--- config.mk ---
export PLATFORM = sky130hd
export DESIGN_NAME = lesf_front
export DESIGN_NICKNAME = d
export VERILOG_FILES = /design/src/design/lesf_pkg.sv /design/src/design/lesf_front.sv
export SDC_FILE = /design/constraint.sdc
export NUM_CORES = 1
export LEC_CHECK = 0
export ABC_CLOCK_PERIOD_IN_PS = 800
export BUFFER_PORTS_ARGS = -buffer_cell sky130_fd_sc_hd__buf_2
export CORE_AREA = 3 3 40 42
export DETAILED_ROUTE_END_ITERATION = 10
export DIE_AREA = 0 0 43 45
export SYNTH_ARGS = -nofsm -noshare
export SYNTH_HDL_FRONTEND = slang
export SYNTH_SLANG_ARGS = --single-unit
--- constraint.sdc ---
create_clock -name vclk -period 0.8
set_input_delay 0.16 -clock vclk [all_inputs]
set_output_delay 0.16 -clock vclk [all_outputs]
set_load 0.02 [all_outputs]
--- src/design/lesf_pkg.sv ---
// shared types and constants of the largest empty square finder
package lesf_pkg;

    localparam int MAX_WIDTH   = 1024;
    localparam int MAX_HEIGHT  = 1024;

    localparam int CHAR_W      = 8;
    localparam int COL_W       = $clog2(MAX_WIDTH);
    localparam int CNT_W       = $clog2(MAX_WIDTH + 1);
    localparam int ROW_W       = 10;
    localparam int HGT_W       = 11;
    localparam int SIZE_W      = 11;
    localparam int CFG_IDX_W   = 2;
    localparam int CFG_DATA_W  = 11;

    localparam int QUEUE_DEPTH = 4;
    localparam int QPTR_W      = $clog2(QUEUE_DEPTH);
    localparam int QCNT_W      = $clog2(QUEUE_DEPTH + 1);

    // configuration register indexes
    localparam logic [CFG_IDX_W-1:0] CFG_EMPTY_CHAR    = 2'd0;
    localparam logic [CFG_IDX_W-1:0] CFG_OBSTACLE_CHAR = 2'd1;
    localparam logic [CFG_IDX_W-1:0] CFG_MAP_HEIGHT    = 2'd2;

    localparam logic [CHAR_W-1:0] RESET_EMPTY_CHAR    = 8'd46;
    localparam logic [CHAR_W-1:0] RESET_OBSTACLE_CHAR = 8'd111;
    localparam logic [HGT_W-1:0]  RESET_MAP_HEIGHT    = 11'd1;

    typedef struct packed {
        logic [CHAR_W-1:0] empty_char;
        logic [CHAR_W-1:0] obstacle_char;
        logic [HGT_W-1:0]  map_height;
    } t_cfg;

    // one classified beat
    typedef struct packed {
        logic eol;
        logic is_empty;
        logic bad_char;
    } t_item;

endpackage

--- src/design/lesf_front.sv ---
// front end: classifies each incoming beat against the configured characters
module lesf_front (
    input  lesf_pkg::t_cfg              i_cfg,
    input  logic                        i_s_tvalid,
    input  logic                        i_s_tlast,
    input  logic [lesf_pkg::CHAR_W-1:0] i_s_char,
    input  logic                        i_q_ready,
    output logic                        o_s_tready,
    output logic                        o_q_push,
    output lesf_pkg::t_item             o_q_item
);

    logic w_is_empty;
    logic w_is_obst;

    assign w_is_empty = (i_s_char == i_cfg.empty_char);
    assign w_is_obst  = (i_s_char == i_cfg.obstacle_char);

    assign o_s_tready        = i_q_ready;
    assign o_q_push          = i_s_tvalid & i_q_ready;
    assign o_q_item.eol      = i_s_tlast;
    assign o_q_item.is_empty = ~i_s_tlast & w_is_empty;
    assign o_q_item.bad_char = ~i_s_tlast & ~w_is_empty & ~w_is_obst;

endmodule

# After elaboration in Yosys (flattened, before gate mapping)
# Cells that the tools add are included.
word_totals:
  ff_bits: 0
  inputBits: 38
  out_inout_bits: 5
  wordCells: 9
classes:
  n_eq_ne: 2
  bitwise_logic: 7
ops:
  columns: ["op", "count"]
  rows:
  - ["8-bit equality test", 2]
  - ["1-bit AND", 4]
  - ["1-bit inverter", 3]

# Logic depth before layout (Yosys ltp)
logic_depth:
  depth_word: 4
  ltp_mapped: 4
  mapped_depth_nobuf: 4

# Least setup slack after synthesis
# No wires, ideal clock.
synth_path:
  kind: "input-to-output"
  start: "input i_cfg[21] in the netlist's numbering"
  end: "output o_q_item[1] in the netlist's numbering"
  arrival_time_ps: 951
  t_required_ps: 640
  path_slack_ps: -311
  path_stages: 3
  path_buffers: 0
  cell_sequence: "xnor2_1 -> nand4_2 -> nor3_1"
synth_rtl:
  columns: ["element", "line_no", "text"]
  rows:
  - ["start, declared", "lesf_front.sv:3", "input lesf_pkg::t_cfg i_cfg,"]
  - ["end, declared", "lesf_front.sv:10", "output lesf_pkg::t_item o_q_item"]

==> run_results.csv <==
group,metric,value,unit
yosys,syn-cell-area,215,µm²
die,die_width,43,µm
yosys,syn-num-nets,64,
sta,setup_viol,2,
cells_and_area,layout_commonest_cell,"buf_2",
global_route,grt.total_usage,0.0648,
die,die_h,45,µm
sta,maxSlewViolCount,0,
placed_design,numPortBuffers,32,
cells_and_area,fill_cells,127,
die,rows,13,
drt,vias,281,
cells_and_area,mostFrequentLayoutCells,"26 x buf_2, 6 x xor2_1, 5 x xnor2_1, 5 x buf_6",
cells_and_area,nNetsFinal,97,
die,pin_count,43,
pwr,power_leakage,0.241,nW
placed_design,place_area,422,µm²
drt,drc_errors,0,
global_route,grt_pass1_wl,1.01,mm
worst_setup_path,path_cells,"buf_6, xor2_2, nor4_2, a211oi_2, buf_4",
sta,period_share,1.47,
cts,post_cts_buffers,0,
yosys,seq_area_frac_synth,0,
sta,slew_headroom,0.821,
die,core_area,1280,µm²
placed_design,dp_cells,72,
run_status,violations,"negative setup slack",
drt,post_drt_wl_per_cell,9.47,µm
cells_and_area,n_antenna_cell,0,
drt,via_per_inst,3.90,
cells_and_area,area_delta_synth_final,140,%
global_route,grt_max_degree,4,
run,maxCapViolCount,0,
cells_and_area,final_cell_area,517,µm²
sta,fin_ws,-379,ps
sta,fmax,0.849,GHz
worst_setup_path,critical_path_class,"input port to output pin",
worst_setup_path,worstPathRequired,640,ps
sta,fin_crit,1180,ps
drt,initialDrtViolationCount,0,
placed_design,hpwl,589,µm
pwr,peakVddDrop,189,µV
drt,ant_nets,0,
sta,rsz0062_at_grt,"yes",
die,die_area,1940,µm²
min_path,min_path_type,"input port to output pin",
worst_setup_path,worst-path-max-fanout,1,
worst_setup_path,startpoint_type,"input port",
run_status,status,"complete, but fails checks",
placed_design,dp_slack,-459,ps
drt,wl,682,µm
cells_and_area,utilization,0.402,
global_route,grt_pass1_vias,253,
global_route,antenna_found_initial,0,
placed_design,gp_congestion,0.615,
worst_setup_path,slowest_stage,"nor4_2",
worst_setup_path,critPathArrivalTime,1020,ps
sta,hold_viol,0,
yosys,synthCells,26,
die,start_util,0.167,
pwr,pwr_density_cell,533,nW/µm²
cells_and_area,n_clock_buffer,0,
drt,dr.pass1.iters,1,
cells_and_area,seqCellArea,0,µm²
yosys,syn_avg_cell_area,8.28,µm²
cells_and_area,final_layout_size_suffix_gt1_frac,0.789,
yosys,yosysWarnings,0,
worst_setup_path,crit_path_end_kind,"output pin",
yosys,ys_types,9,
worst_setup_path,critPathMaxStageDelay,320,ps
cells_and_area,final_cells,72,
sta,worst_slew_pin_slew,266,ps
cells_and_area,design.seq.count,0,
pwr,total_power,275,µW
global_route,grt.overflow.total,0,
-- area by class of cell --
class | instances | area (µm²) | area share
Multi-Input combinational cell | 24 | 289 | 0.559
Tap cell | 15 | 18.8 | 0.0363
Timing Repair Buffer | 33 | 209 | 0.404
-- through the flow --
step / setup TNS (ps) / hold WS [ps]
after global routing: -770 / 566
after CTS: -729 / 551
final: -697 / 549
after detailed placement: -875 / 549
after global placement: -859 / 548
after floorplan: -259 / 355
-- worst max-delay path: cells and delay by family --
kind,cells,cell delay [ps]
AO/OA/AOI/OAI,1,110
XOR/XNOR,1,170
buffers and inverters,2,270
AND/OR/NAND/NOR,1,320
-- synth_stat cells, drive strengths merged --
library cell  number  area [µm²]
buf                2        15.0
nor3               1        5.00
a211oi             1        7.51
nand4              2        25.0
xor2               8        70.1
nor2               1        3.75
and2               1        6.26
xnor2              8        70.1
nor4               2        12.5
-- path summary, 6_finish.rpt --
check,startpoint,endpoint,cells past startpoint
max,i_cfg[16],o_q_item[0],5
min,i_q_ready,o_s_tready,2
-- power breakdown --
group | total (mW) | internal [mW] | switching (mW)
clock network | 0 | 0 | 0
logic | 0.275 | 0.150 | 0.125
registers | 0 | 0 | 0
-- metal layers --
metal | vias up | GRT usage | routed length, µm
li1 | 148 | - | -
met1 | 107 | 0.106 | 274
met2 | 26 | 0.0898 | 270
met3 | 0 | 0.0159 | 137
met4 | 0 | 0 | 0
met5 | - | 0 | 0
-- repair_timing --
action                                  4_1_cts  5_1_grt
endpoints found under the setup margin        2        2
gates resized for setup                      14        5
hold buffers                                  0        0
cloned                                        0        0
pin swaps                                     7        7
-- kinds of logic (layout without fill, tap and decap cells) --
family | Yosys count | count (layout) | synth area share
AO/OA/AOI/OAI | 1 | 1 | 0.0349
XOR/XNOR | 16 | 16 | 0.651
buffers and inverters | 2 | 33 | 0.0697
AND/OR/NAND/NOR | 7 | 7 | 0.244
(Power assumes the default switching activity.)
