### config.mk
export PLATFORM = sky130hd
export DESIGN_NAME = lesf_queue
export DESIGN_NICKNAME = d
export VERILOG_FILES = /design/src/design/lesf_pkg.sv /design/src/design/lesf_queue.sv
export SDC_FILE = /design/constraint.sdc
export NUM_CORES = 1
export LEC_CHECK = 0
export BUFFER_PORTS_ARGS = -buffer_cell sky130_fd_sc_hd__buf_2
export CAP_MARGIN = 10
export CORE_ASPECT_RATIO = 0.8
export CORE_MARGIN = 2
export CORE_UTILIZATION = 50
export CTS_BUF_LIST = sky130_fd_sc_hd__clkbuf_8
export CTS_CLUSTER_DIAMETER = 60
export DETAILED_ROUTE_END_ITERATION = 10
export PLACE_DENSITY = 0.74
export SYNTH_ARGS = -nofsm -noshare
export SYNTH_HDL_FRONTEND = slang
export SYNTH_SLANG_ARGS = --single-unit
export TNS_END_PERCENT = 1
### constraint.sdc
create_clock -name i_clk -period 3.6 [get_ports i_clk]
set_input_delay 0.36 -clock i_clk [delete_from_list [all_inputs] [get_ports i_clk]]
set_output_delay 0.36 -clock i_clk [all_outputs]
set_load 0.1 [all_outputs]
### src/design/lesf_pkg.sv
// shared types and constants of the largest empty square finder
package lesf_pkg;

    localparam int MAX_WIDTH   = 1024;
    localparam int MAX_HEIGHT  = 1024;

    localparam int CHAR_W      = 8;
    localparam int COL_W       = $clog2(MAX_WIDTH);
    localparam int CNT_W       = $clog2(MAX_WIDTH + 1);
    localparam int ROW_W       = 10;
    localparam int HGT_W       = 11;
    localparam int SIZE_W      = 11;
    localparam int CFG_IDX_W   = 2;
    localparam int CFG_DATA_W  = 11;

    localparam int QUEUE_DEPTH = 4;
    localparam int QPTR_W      = $clog2(QUEUE_DEPTH);
    localparam int QCNT_W      = $clog2(QUEUE_DEPTH + 1);

    // configuration register indexes
    localparam logic [CFG_IDX_W-1:0] CFG_EMPTY_CHAR    = 2'd0;
    localparam logic [CFG_IDX_W-1:0] CFG_OBSTACLE_CHAR = 2'd1;
    localparam logic [CFG_IDX_W-1:0] CFG_MAP_HEIGHT    = 2'd2;

    localparam logic [CHAR_W-1:0] RESET_EMPTY_CHAR    = 8'd46;
    localparam logic [CHAR_W-1:0] RESET_OBSTACLE_CHAR = 8'd111;
    localparam logic [HGT_W-1:0]  RESET_MAP_HEIGHT    = 11'd1;

    typedef struct packed {
        logic [CHAR_W-1:0] empty_char;
        logic [CHAR_W-1:0] obstacle_char;
        logic [HGT_W-1:0]  map_height;
    } t_cfg;

    // one classified beat
    typedef struct packed {
        logic eol;
        logic is_empty;
        logic bad_char;
    } t_item;

endpackage

### src/design/lesf_queue.sv
// short queue of classified beats between front and back end
module lesf_queue (
    input  logic            i_clk,
    input  logic            i_rst_n,
    input  logic            i_push,
    input  lesf_pkg::t_item i_item,
    input  logic            i_pop,
    output logic            o_ready,
    output logic            o_valid,
    output lesf_pkg::t_item o_item
);

    lesf_pkg::t_item                 r_mem [lesf_pkg::QUEUE_DEPTH];
    logic [lesf_pkg::QPTR_W-1:0]     r_wr_ptr;
    logic [lesf_pkg::QPTR_W-1:0]     r_rd_ptr;
    logic [lesf_pkg::QCNT_W-1:0]     r_count;
    logic [lesf_pkg::QCNT_W-1:0]     n_count;

    assign o_ready = (r_count != lesf_pkg::QCNT_W'(lesf_pkg::QUEUE_DEPTH));
    assign o_valid = (r_count != '0);
    assign o_item  = r_mem[r_rd_ptr];

    always_comb begin
        n_count = r_count;
        if (i_push && !i_pop) begin
            n_count = r_count + 1'b1;
        end else if (!i_push && i_pop) begin
            n_count = r_count - 1'b1;
        end
    end

    always_ff @(posedge i_clk) begin
        if (!i_rst_n) begin
            r_wr_ptr <= '0;
            r_rd_ptr <= '0;
            r_count  <= '0;
        end else begin
            r_count <= n_count;
            if (i_push) begin
                r_wr_ptr <= r_wr_ptr + 1'b1;
            end
            if (i_pop) begin
                r_rd_ptr <= r_rd_ptr + 1'b1;
            end
        end
    end

    always_ff @(posedge i_clk) begin
        if (i_push) begin
            r_mem[r_wr_ptr] <= i_item;
        end
    end

endmodule

# Word-level counts from Yosys, hierarchy flattened
# Memories as Yosys holds them, arrays and structs flattened. A register that Yosys moved wholly into a read port is not among the register bits.
# Index checks and enable logic that the tools add are counted.
[classes]
add_sub_neg = 4
n_eq_ne = 1
n_mux = 6
n_reduce_logical = 6
[op_table]
columns = ["operator", "count"]
rows = [
  ["3-bit 2-to-1 mux", 2],
  ["2-bit by 1-bit adder with 2-bit output (second input constant)", 2],
  ["2-bit 2-to-1 mux", 2],
  ["3-bit by 1-bit adder with 3-bit output (second input constant)", 1],
  ["3-bit inequality test (second input constant)", 1],
  ["3-bit nonzero test", 1],
  ["3-bit by 1-bit subtractor with 3-bit output (second input constant)", 1],
  ["1-bit logical AND", 2],
  ["1-bit logical NOT", 2],
  ["1-bit 2-to-1 mux", 2],
  ["2-bit nonzero test", 1],
]
[totals]
out_inout_bits = 5
register_bits = 7
n_memories = 1
ramBits = 12
input_bits = 7
word_cells = 21
[mem_list]
columns = ["name", "words", "width", "rd", "rd_ports_with_merged_regs", "wr", "line", "text"]
rows = [
  ["r_mem", 4, 3, 1, 1, 1, "lesf_queue.sv:13", "lesf_pkg::t_item r_mem [lesf_pkg::QUEUE_DEPTH];"],
]

# Logic depth before layout (Yosys ltp)
# Gate-level depths: netlist of the first run.
[depth]
word_depth = 4
ltp_mapped = 7
depth_no_buf = 7

# Worst setup path before layout of the first run
# No wires, ideal clock.
[synth_timing]
path_kind = "input-to-reg"
start = "input i_pop"
end = "register r_count[2] in the netlist's numbering"
path_buffers = 0
required_ps = 3530
slack_ps = 1999
stages = 7
arrival_ps = 1531
setup_time_ps = 70
cell_sequence = "inv_1 ha_1 inv_1 fa_1 xor2_1 or3_1 a21boi_1"
[synth_between]
elab_chain_cells = 3
elab_cells_between_ends = 5
cone_classes = "1 x mux; 4 x reduce/logical"
[synth_rtl]
columns = ["item", "line", "text"]
rows = [
  ["start: declaration", "lesf_queue.sv:7", "input logic i_pop,"],
  ["1-bit logical NOT", "lesf_queue.sv:25", "if (i_push && !i_pop) begin"],
  ["1-bit logical AND", "lesf_queue.sv:25", ""],
  ["3-bit 2-to-1 mux / 2-bit nonzero test (equally long branches)", "--", ""],
  ["end signal: assignment", "lesf_queue.sv:38", "r_count <= n_count;"],
  ["end: declaration", "lesf_queue.sv:16", "logic [lesf_pkg::QCNT_W-1:0] r_count;"],
]
# Parallel ways exist; a longest one is shown, timed or not.
# A chain may end at the register's enable or synchronous reset.

==> results of run 1 <==
==> worst max-delay path: stages, from the launching register on <==
cell,delay [ns]
dfxtp_1,0.42
mux4_2,0.52
buf_2,0.30
==> area by class of cell <==
class / instances / area [µm²]
clock inverters: 1 / 5.00
flip-flops and latches: 21 / 541
multi-input cells: 34 / 319
fillers: 136 / 639
inverters: 4 / 15.0
repair buffers: 11 / 55.1
clock buffers: 3 / 41.3
well taps: 22 / 27.5
==> worst max path at each step <==
stage	to	slack [ns]	start	cells past startpoint
finish	o_item[0]	1.73	register	2
floorplan	r_count[2]	2.00	i_pop	7
CTS	o_item[0]	1.71	register	2
global route	o_item[2]	1.65	register	2
global placement	r_count[2]	1.83	i_push	7
detailed placement	r_count[2]	1.74	i_push	7
==> synthesized netlist by cell type <==
library cell  number
a21boi_1           1
dfxtp_1            9
fa_1               1
xor2_1             3
mux2i_1            2
edfxtp_1          12
nor2b_1            2
xnor2_1            2
ha_1               5
nor2_1             1
inv_1              4
or3_1              2
mux4_2             3
nand2_1            2
o21ai_0            1
and2_1             9
==> where the power goes <==
| group | total [W] | internal (W) | switching, W |
|---|---|---|---|
| logic | 0.000148 | 0.0000406 | 0.000108 |
| clock network | 0.000150 | 0.0000770 | 0.0000729 |
| registers | 0.000288 | 0.000273 | 0.0000151 |
==> cells by family (layout without fill, tap and decap cells) <==
group	count (synthesis)	count (layout)	share of synthesized area, %
AO/OA/AOI/OAI	2	2	1.43
buffers and inverters	4	19	1.72
flip-flops	21	21	61.8
adder cells (fa/ha/maj)	6	6	9.44
XOR/XNOR	5	5	5.01
multiplexers	5	5	10.0
AND/OR/NAND/NOR	16	16	10.6
==> routing by layer <==
| metal | track usage, % | vias up |
|---|---|---|
| met4 | 6.49 | 0 |
| met3 | 5.40 | 5 |
| met2 | 23.2 | 11 |
| li1 | - | 232 |
| met5 | 0 | - |
| met1 | 17.8 | 233 |
==> sequential cells by signal (all words and copies together), names as in the netlist, named ones only <==
name / flops
r_rd_ptr: 2
r_count: 3
r_mem: 12
r_wr_ptr: 2
==> stage by stage <==
step	area, µm²	hold WS (ns)	util, %
global route	1000	0.321	61.1
finish	1000	0.317	61.1
global placement	957	0.488	58.3
floorplan	875	0.459	-
CTS	1000	0.309	61.1
detailed placement	957	0.518	58.3
==> cell usage in the layout, fill, tap and decap left out <==
cell type  synthesis  layout
clkinv_2           0       1
fa_1               1       1
inv_1              4       4
nor2b_1            2       2
or3_1              2       2
dfxtp_1            9       9
xor2_1             3       3
mux4_2             3       3
ha_1               5       5
nand2_1            2       2
and2_1             9       9
buf_2              0      11
o21ai_0            1       1
edfxtp_1          12      12
clkbuf_8           0       3
nor2_1             1       1
xnor2_1            2       2
mux2i_1            2       2
a21boi_1           1       1
==> metrics, run 1 <==
status complete, no violations; port bufs 11; WHS Path Cells 1; RSZ-0062 raised after global routing no; Hold-fix buffers, CTS 0; wl on met1 547 µm; worst skew pair latency roughly 0.26 ns; vias in the first global route 495; CTS root buffer clkbuf_8; Slew Viols, Final 0; crit path kind reg2out; IO Count 12; reg2reg setup slack 2.11 ns; CP Data Required Time 3.24 ns; Critical Path Start Type register; placed cell count ~90; Post-Route WL 1.25 mm; DR iter-0 viols 9; critical path peak fanout 3; Seq/Total Area, Yosys ~62%; DR top layer met4; first-pass GRT wire length roughly 2.2 mm; CTS tree built; die area 2100 µm²; H-Tree Depth 1; Pwr Density 584 nW/µm²; fin crit period between 1.5 and 2 ns; WL/cell 13.0 µm; post-route clock period utilization 51.8%; CTS buffer count 3; Via Count a little under 500; PnR worst setup slack 1.73 ns; Overall Global Routing Usage 14.6%; Met3 Wirelength 74 µm; Reg clk slew, reported paths 0.07 ns; grt ovf 0; ANT cells 0; Area Growth Syn to Fin 14.7%; Die Wd 50.8 µm; largest net degree at the start of global routing 13; Mean Syn Cell Area 14.8 µm²; maxcap violations 0; Peak VDD IR roughly 340 µV; Layout Nets 88; leakage power 0.400 nW; Mapped Cells 59; Max-slew headroom between 60% and 70%; FF+latch count, synth 21; Setup WS pre-CTS ~1.7 ns; Chip Height a little over 40 µm; routability cong. ~0.66; Layout Cells excl Fill 96; DRC violations left 0; Initial DRT Pass Iterations 3; hold path start i_item[2]; synth unique cells 16; Initial Utilization between 50% and 60%; met2 WL post-DR 601 µm; Hold Vio Cnt, Final 0; initial antenna violation count 0; synth warn 0; layout cells sized above 1 24.3%; Final setup viols 0; worst min-delay path category in2reg; Fmax 0.536 GHz; Synth top area share 41.2%; worst reg2reg path depth 4; post-synth net total between 70 and 80; RR Endpoint r_count[2]; Syn Std Cell Area around 900 µm²; Rows 13; Core Area roughly 1600 µm²; Synth area leaders edfxtp_1 41%, dfxtp_1 21%, mux4_2 7.7%; DR vias/cell 5.01; Final Power 0.000586 W; setup TNS 0 ns; # resized after CTS 0; clock sink count 21; r2r startpoint r_count[0]; Final ANT Viol Nets 0; worst slew pin tran 0.486 ns; CP Capture Type primary output; Arr. time, crit path 1.51 ns; Worst Hold End r_mem[2][2]; post-CTS setup buffers 0; Synth area leader edfxtp_1; CTS Buffer Depth 2; clock skew 0.00272 ns
(Power assumes the default switching activity.)
==> inputs of run 2 (changes only) <==
==> constraint.sdc (replaced) <==
create_clock -name i_clk -period 2 [get_ports i_clk]
set_input_delay 0.2 -clock i_clk [delete_from_list [all_inputs] [get_ports i_clk]]
set_output_delay 0.2 -clock i_clk [all_outputs]
set_load 0.1 [all_outputs]
==> run 2 against run 1 <==
  * Final cell count unchanged
  * Combinational power up 80%
  * Total power up 77%
  * Register-to-register slack worse by 1.6 ns
  * Non-clock buffer count unchanged
  * Clock skew up 0.0018 ns
  * Sequential cell count unchanged
  * Critical endpoint is now o_item[1]
==> metrics, run 2 (same netlist as run 1, synthesis figures left out) <==
grt ovf 0 (unchanged); Final ANT Viol Nets 0 (unchanged); RSZ-0062 raised after global routing no; crit path kind reg2out; Overall Global Routing Usage 12.6% (-2.0 points); CTS buffer count 3 (unchanged); WL/cell 11.2 µm (-14%); worst skew pair latency 0.25 ns (about the same); ANT cells 0 (unchanged); CTS root buffer clkbuf_8; leakage power 0.400 nW (unchanged); maxcap violations 0 (unchanged); layout cells sized above 1 24.3% (unchanged); Initial DRT Pass Iterations 1 (-2); internal power 0.000702 W (+80%); setup TNS 0 ns (unchanged); CP Data Required Time 1.80 ns (-1.44 ns); most common cell after layout, fill and taps aside edfxtp_1; clock sink count 21 (unchanged); most frequent cells in the layout 12 x edfxtp_1, 11 x buf_2, 9 x and2_1, 9 x dfxtp_1, 5 x ha_1; Slew Viols, Final 0 (unchanged); CTS Buffer Depth 2 (unchanged); port bufs 11 (unchanged); Die Wd 50.8 µm (unchanged); area of the multi-input gates 319 µm² (unchanged); DR vias/cell 4.66 (-7.1%); # fillers 135 (-0.74%); Setup WS pre-CTS 0.311 ns (-1.43 ns); Layout Nets 88 (unchanged); PnR worst setup slack 0.314 ns (-1.42 ns); IO Count 12 (unchanged); status complete, no violations; Core Area 1640 µm² (unchanged); Post-Route WL 1.07 mm (-14%); critical path peak fanout 3 (unchanged); clock power share 24.8% (-0.8 points); Met3 Wirelength 46 µm (-38%); Max-slew headroom 67.9% (+0.087 points); FF/Latch Area 541 µm² (unchanged); met2 WL post-DR 492 µm (-18%); Area Growth Syn to Fin 14.7% (unchanged); Hold-fix buffers, CTS 0 (unchanged); DRC violations left 0 (unchanged); initial antenna violation count 0 (unchanged); fin crit period 1.69 ns; Rows 13 (unchanged); Arr. time, crit path 1.49 ns (-0.02 ns); Initial Utilization 53.2% (unchanged); share of power burned in registers 49.6% (+0.5 points); clock skew 0.00457 ns (+0.00184 ns); largest net degree at the start of global routing 13 (unchanged); DR top layer met4; Logic pwr share 25.6% (+0.3 points); worst slew pin tran 0.485 ns (-0.00132 ns); CP Capture Type primary output; routability cong. 0.684 (+3.2%); Pwr Density 1040 nW/µm² (+77%); vias in the first global route 466 (-5.9%); DR iter-0 viols 0 (-9); CTS tree built; die area 2100 µm² (unchanged); worst min-delay path category in2reg; Top reg by flops r_mem; Final setup viols 0 (unchanged); Hold Vio Cnt, Final 0 (unchanged); Chip Height 41.4 µm (unchanged); Reg clk slew, reported paths 0.07 ns (about the same); Top Registers r_mem: 12 flops, r_count: 3 flops; Critical Path Start Type register; switching power 0.000338 W (+73%); H-Tree Depth 1 (unchanged); wl on met1 519 µm (-5.1%); DP HPWL 843 µm; post-route clock period utilization between 80 and 90%; max FFs per register 12 (unchanged); first-pass GRT wire length 1.98 mm (-10%); fraction of power spent switching nets 32.5% (-0.92 points); post-CTS setup buffers 0 (unchanged); Via Count 447 (-7.1%); Peak VDD IR 705 µV (+110%); Fmax 0.593 GHz; # resized after CTS 0 (unchanged)
## run 2: power groups by stage
stage               combinational, W  clock [W]  sequential [W]
finish                      0.000266   0.000258        0.000516
global route                0.000291   0.000290        0.000521
CTS                         0.000269   0.000264        0.000517
detailed placement          0.000266          0        0.000527
global placement            0.000264          0        0.000525
floorplan                   0.000228          0        0.000521
## run 2: routing by layer
layer | global-route usage [%] | vias up
met5 | 0 | -
met4 | 6.49 | 0
met3 | 2.16 | 2
met2 | 19.5 | 8
met1 | 17.2 | 201
li1 | - | 236
## run 2: final timing paths
check	cells past startpoint	to	start	slack, ns
worst max register to register	4	r_count[2]	r_count[0]	0.52
worst min register to register	2	r_count[2]	r_count[2]	0.50
worst min-delay path	1	r_mem[0][2]	i_item[2]	0.17
worst max-delay path	2	o_item[1]	register	0.31
## run 2: critical path, stage by stage, from the launching register on
cell     delay, ns
dfxtp_1       0.42
mux4_2        0.51
buf_2         0.30
## run 2: through the flow
stage / hold WS [ns] / power [W] / instances / util [%] / area [µm²]
global route: 0.171 / 0.00110 / 96 / 61.1 / 1000
detailed placement: 0.424 / 0.000793 / 92 / 58.3 / 957
floorplan: 0.299 / 0.000749 / 59 / - / 875
CTS: 0.165 / 0.00105 / 96 / 61.1 / 1000
finish: 0.170 / 0.00104 / 96 / 61.1 / 1000
global placement: 0.415 / 0.000790 / 92 / 58.3 / 957
## run 2: area by class of cell
type	count	area share [%]
multi-input cells	34	31.8
repair buffers	11	5.49
clock buffers	3	4.11
well taps	22	2.74
flip-flops and latches	21	53.9
inverters	4	1.50
clock inverters	1	0.499
==> inputs of run 3 (changes only) <==
==> constraint.sdc (replaced) <==
create_clock -name i_clk -period 1.8 [get_ports i_clk]
set_input_delay 0.18 -clock i_clk [delete_from_list [all_inputs] [get_ports i_clk]]
set_output_delay 0.18 -clock i_clk [all_outputs]
set_load 0.1 [all_outputs]
==> run 3 against run 2 <==
  * Setup slack worse by 0.20 ns
  * Critical path depth stayed put
  * Non-clock buffer count stayed put
  * Critical endpoint is now o_item[0]
  * Largest power group unchanged
==> metrics, run 3 (same netlist as run 1, synthesis figures left out) <==
worst skew pair latency 0.25 ns (about the same); worst slew pin tran 0.486 ns (+0.000620 ns); Reg clk slew, reported paths 0.07 ns (about the same); Slew Viols, Final 0 (unchanged); clock sink count 21 (unchanged); setup TNS 0 ns (unchanged); Die Wd 50.8 µm (unchanged); port bufs 11 (unchanged); Overall Global Routing Usage 13.5% (+0.87 points); CP Data Required Time 1.62 ns (-0.18 ns); DR iter-0 viols 0 (unchanged); Top reg by flops r_mem; Max-slew headroom 67.8% (about the same); RSZ-0062 raised after global routing no; routability cong. 0.676 (-1.2%); worst min-delay path category in2reg; Chip Height 41.4 µm (unchanged); CTS buffer count 3 (unchanged); GRT met1 Usage 15.6% (-1.6 points); DR vias/cell 4.83 (+3.8%); Post-Route Utilization 61.1% (unchanged); GR Layer Usage met3 4.32% (+2.2 points); DP HPWL 941 µm (+12%); CP Capture Type primary output; Fmax 0.594 GHz; status complete, no violations; grt ovf 0 (unchanged); Critical Path Start Type register; WL/cell 12.6 µm (+13%); Initial Utilization 53.2% (unchanged); worst reg2reg path depth 4 (unchanged); Final ANT Viol Nets 0 (unchanged); layout cells sized above 1 24.3% (unchanged); Core Area 1640 µm² (unchanged); Top Registers r_mem: 12 flops, r_count: 3 flops; fin crit period 1.68 ns; GR met2 Demand/Resource 24.2% (+4.7 points); CTS Buffer Depth 2 (unchanged); Post-Route WL 1.21 mm (+13%); GRT busiest layer met2; Arr. time, crit path 1.50 ns (about the same); hold slack final 0.140 ns (-0.0308 ns); critical path peak fanout 3 (unchanged); WHS Path Cells 1 (unchanged); Peak VDD IR 619 µV (-12%); largest net degree at the start of global routing 13 (unchanged); maxcap violations 0 (unchanged); DRC violations left 0 (unchanged); PnR worst setup slack 0.116 ns (-0.198 ns); most common cell after layout, fill and taps aside edfxtp_1; first-pass GRT wire length 2.13 mm (+7.3%); post-route clock period utilization 93.6%; leakage power 0.400 nW (unchanged); vias in the first global route 510 (+9.4%); most frequent cells in the layout 12 x edfxtp_1, 11 x buf_2, 9 x and2_1, 9 x dfxtp_1, 5 x ha_1; FF/Latch Area 541 µm² (unchanged); CTS root buffer clkbuf_8; Final setup viols 0 (unchanged); Pwr Density 1160 nW/µm² (+12%); post-CTS setup buffers 0 (unchanged); # fillers 129 (-4.4%); H-Tree Depth 1 (unchanged); Hold Vio Cnt, Final 0 (unchanged); IO Count 12 (unchanged); # resized after CTS 0 (unchanged); crit path kind reg2out; Hold-fix buffers, CTS 0 (unchanged); ANT cells 0 (unchanged); max FFs per register 12 (unchanged); area of the multi-input gates 319 µm² (unchanged); Via Count 464 (+3.8%); Layout Nets 88 (unchanged); Setup WS pre-CTS 0.150 ns (-0.161 ns); clock skew 0.000826 ns (-0.00374 ns); initial antenna violation count 0 (unchanged); CTS tree built; die area 2100 µm² (unchanged); Rows 13 (unchanged); area of placed instances 957 µm² (unchanged); Initial DRT Pass Iterations 1 (unchanged); Area Growth Syn to Fin 14.7% (unchanged); post-route cell area 1000 µm² (unchanged)
run 3: path summary, 6_finish.rpt:
check	from	endpoint	slack (ns)
hold reg to reg	r_count[2]	r_count[2]	0.51
setup reg to reg	r_count[0]	r_count[2]	0.34
setup / recovery	register	o_item[0]	0.12
hold / removal	i_item[2]	r_mem[3][2]	0.14
run 3: report_power, final:
group	switching, W	internal [W]
clock network	0.000141	0.000154
registers	0.0000296	0.000546
logic	0.000217	0.0000811
total	0.000387	0.000780
run 3: worst max-delay path, stage by stage (launching register included):
cell,delay (ns)
dfxtp_1,0.43
mux4_2,0.52
buf_2,0.30
run 3: stage by stage:
step / std cells / total power (W)
floorplan: 59 / 0.000832
global placement: 92 / 0.000876
detailed placement: 92 / 0.000884
CTS: 96 / 0.00118
global route: 96 / 0.00122
finish: 96 / 0.00117
run 3: metal layers:
| metal | wire length (µm) | share of wire [%] |
|---|---|---|
| met3 | 61 | 5.0 |
| met2 | 613 | 50 |
| met5 | 0 | 0 |
| met1 | 539 | 44 |
| met4 | 0 | 0 |
run 3: layout make-up:
class,count,share of cell area [%]
timing repair buffer,11,5.49
sequential,21,53.9
tap,22,2.74
clock inverter,1,0.499
clock buffer,3,4.11
multi-input combinational,34,31.8
inverter,4,1.50
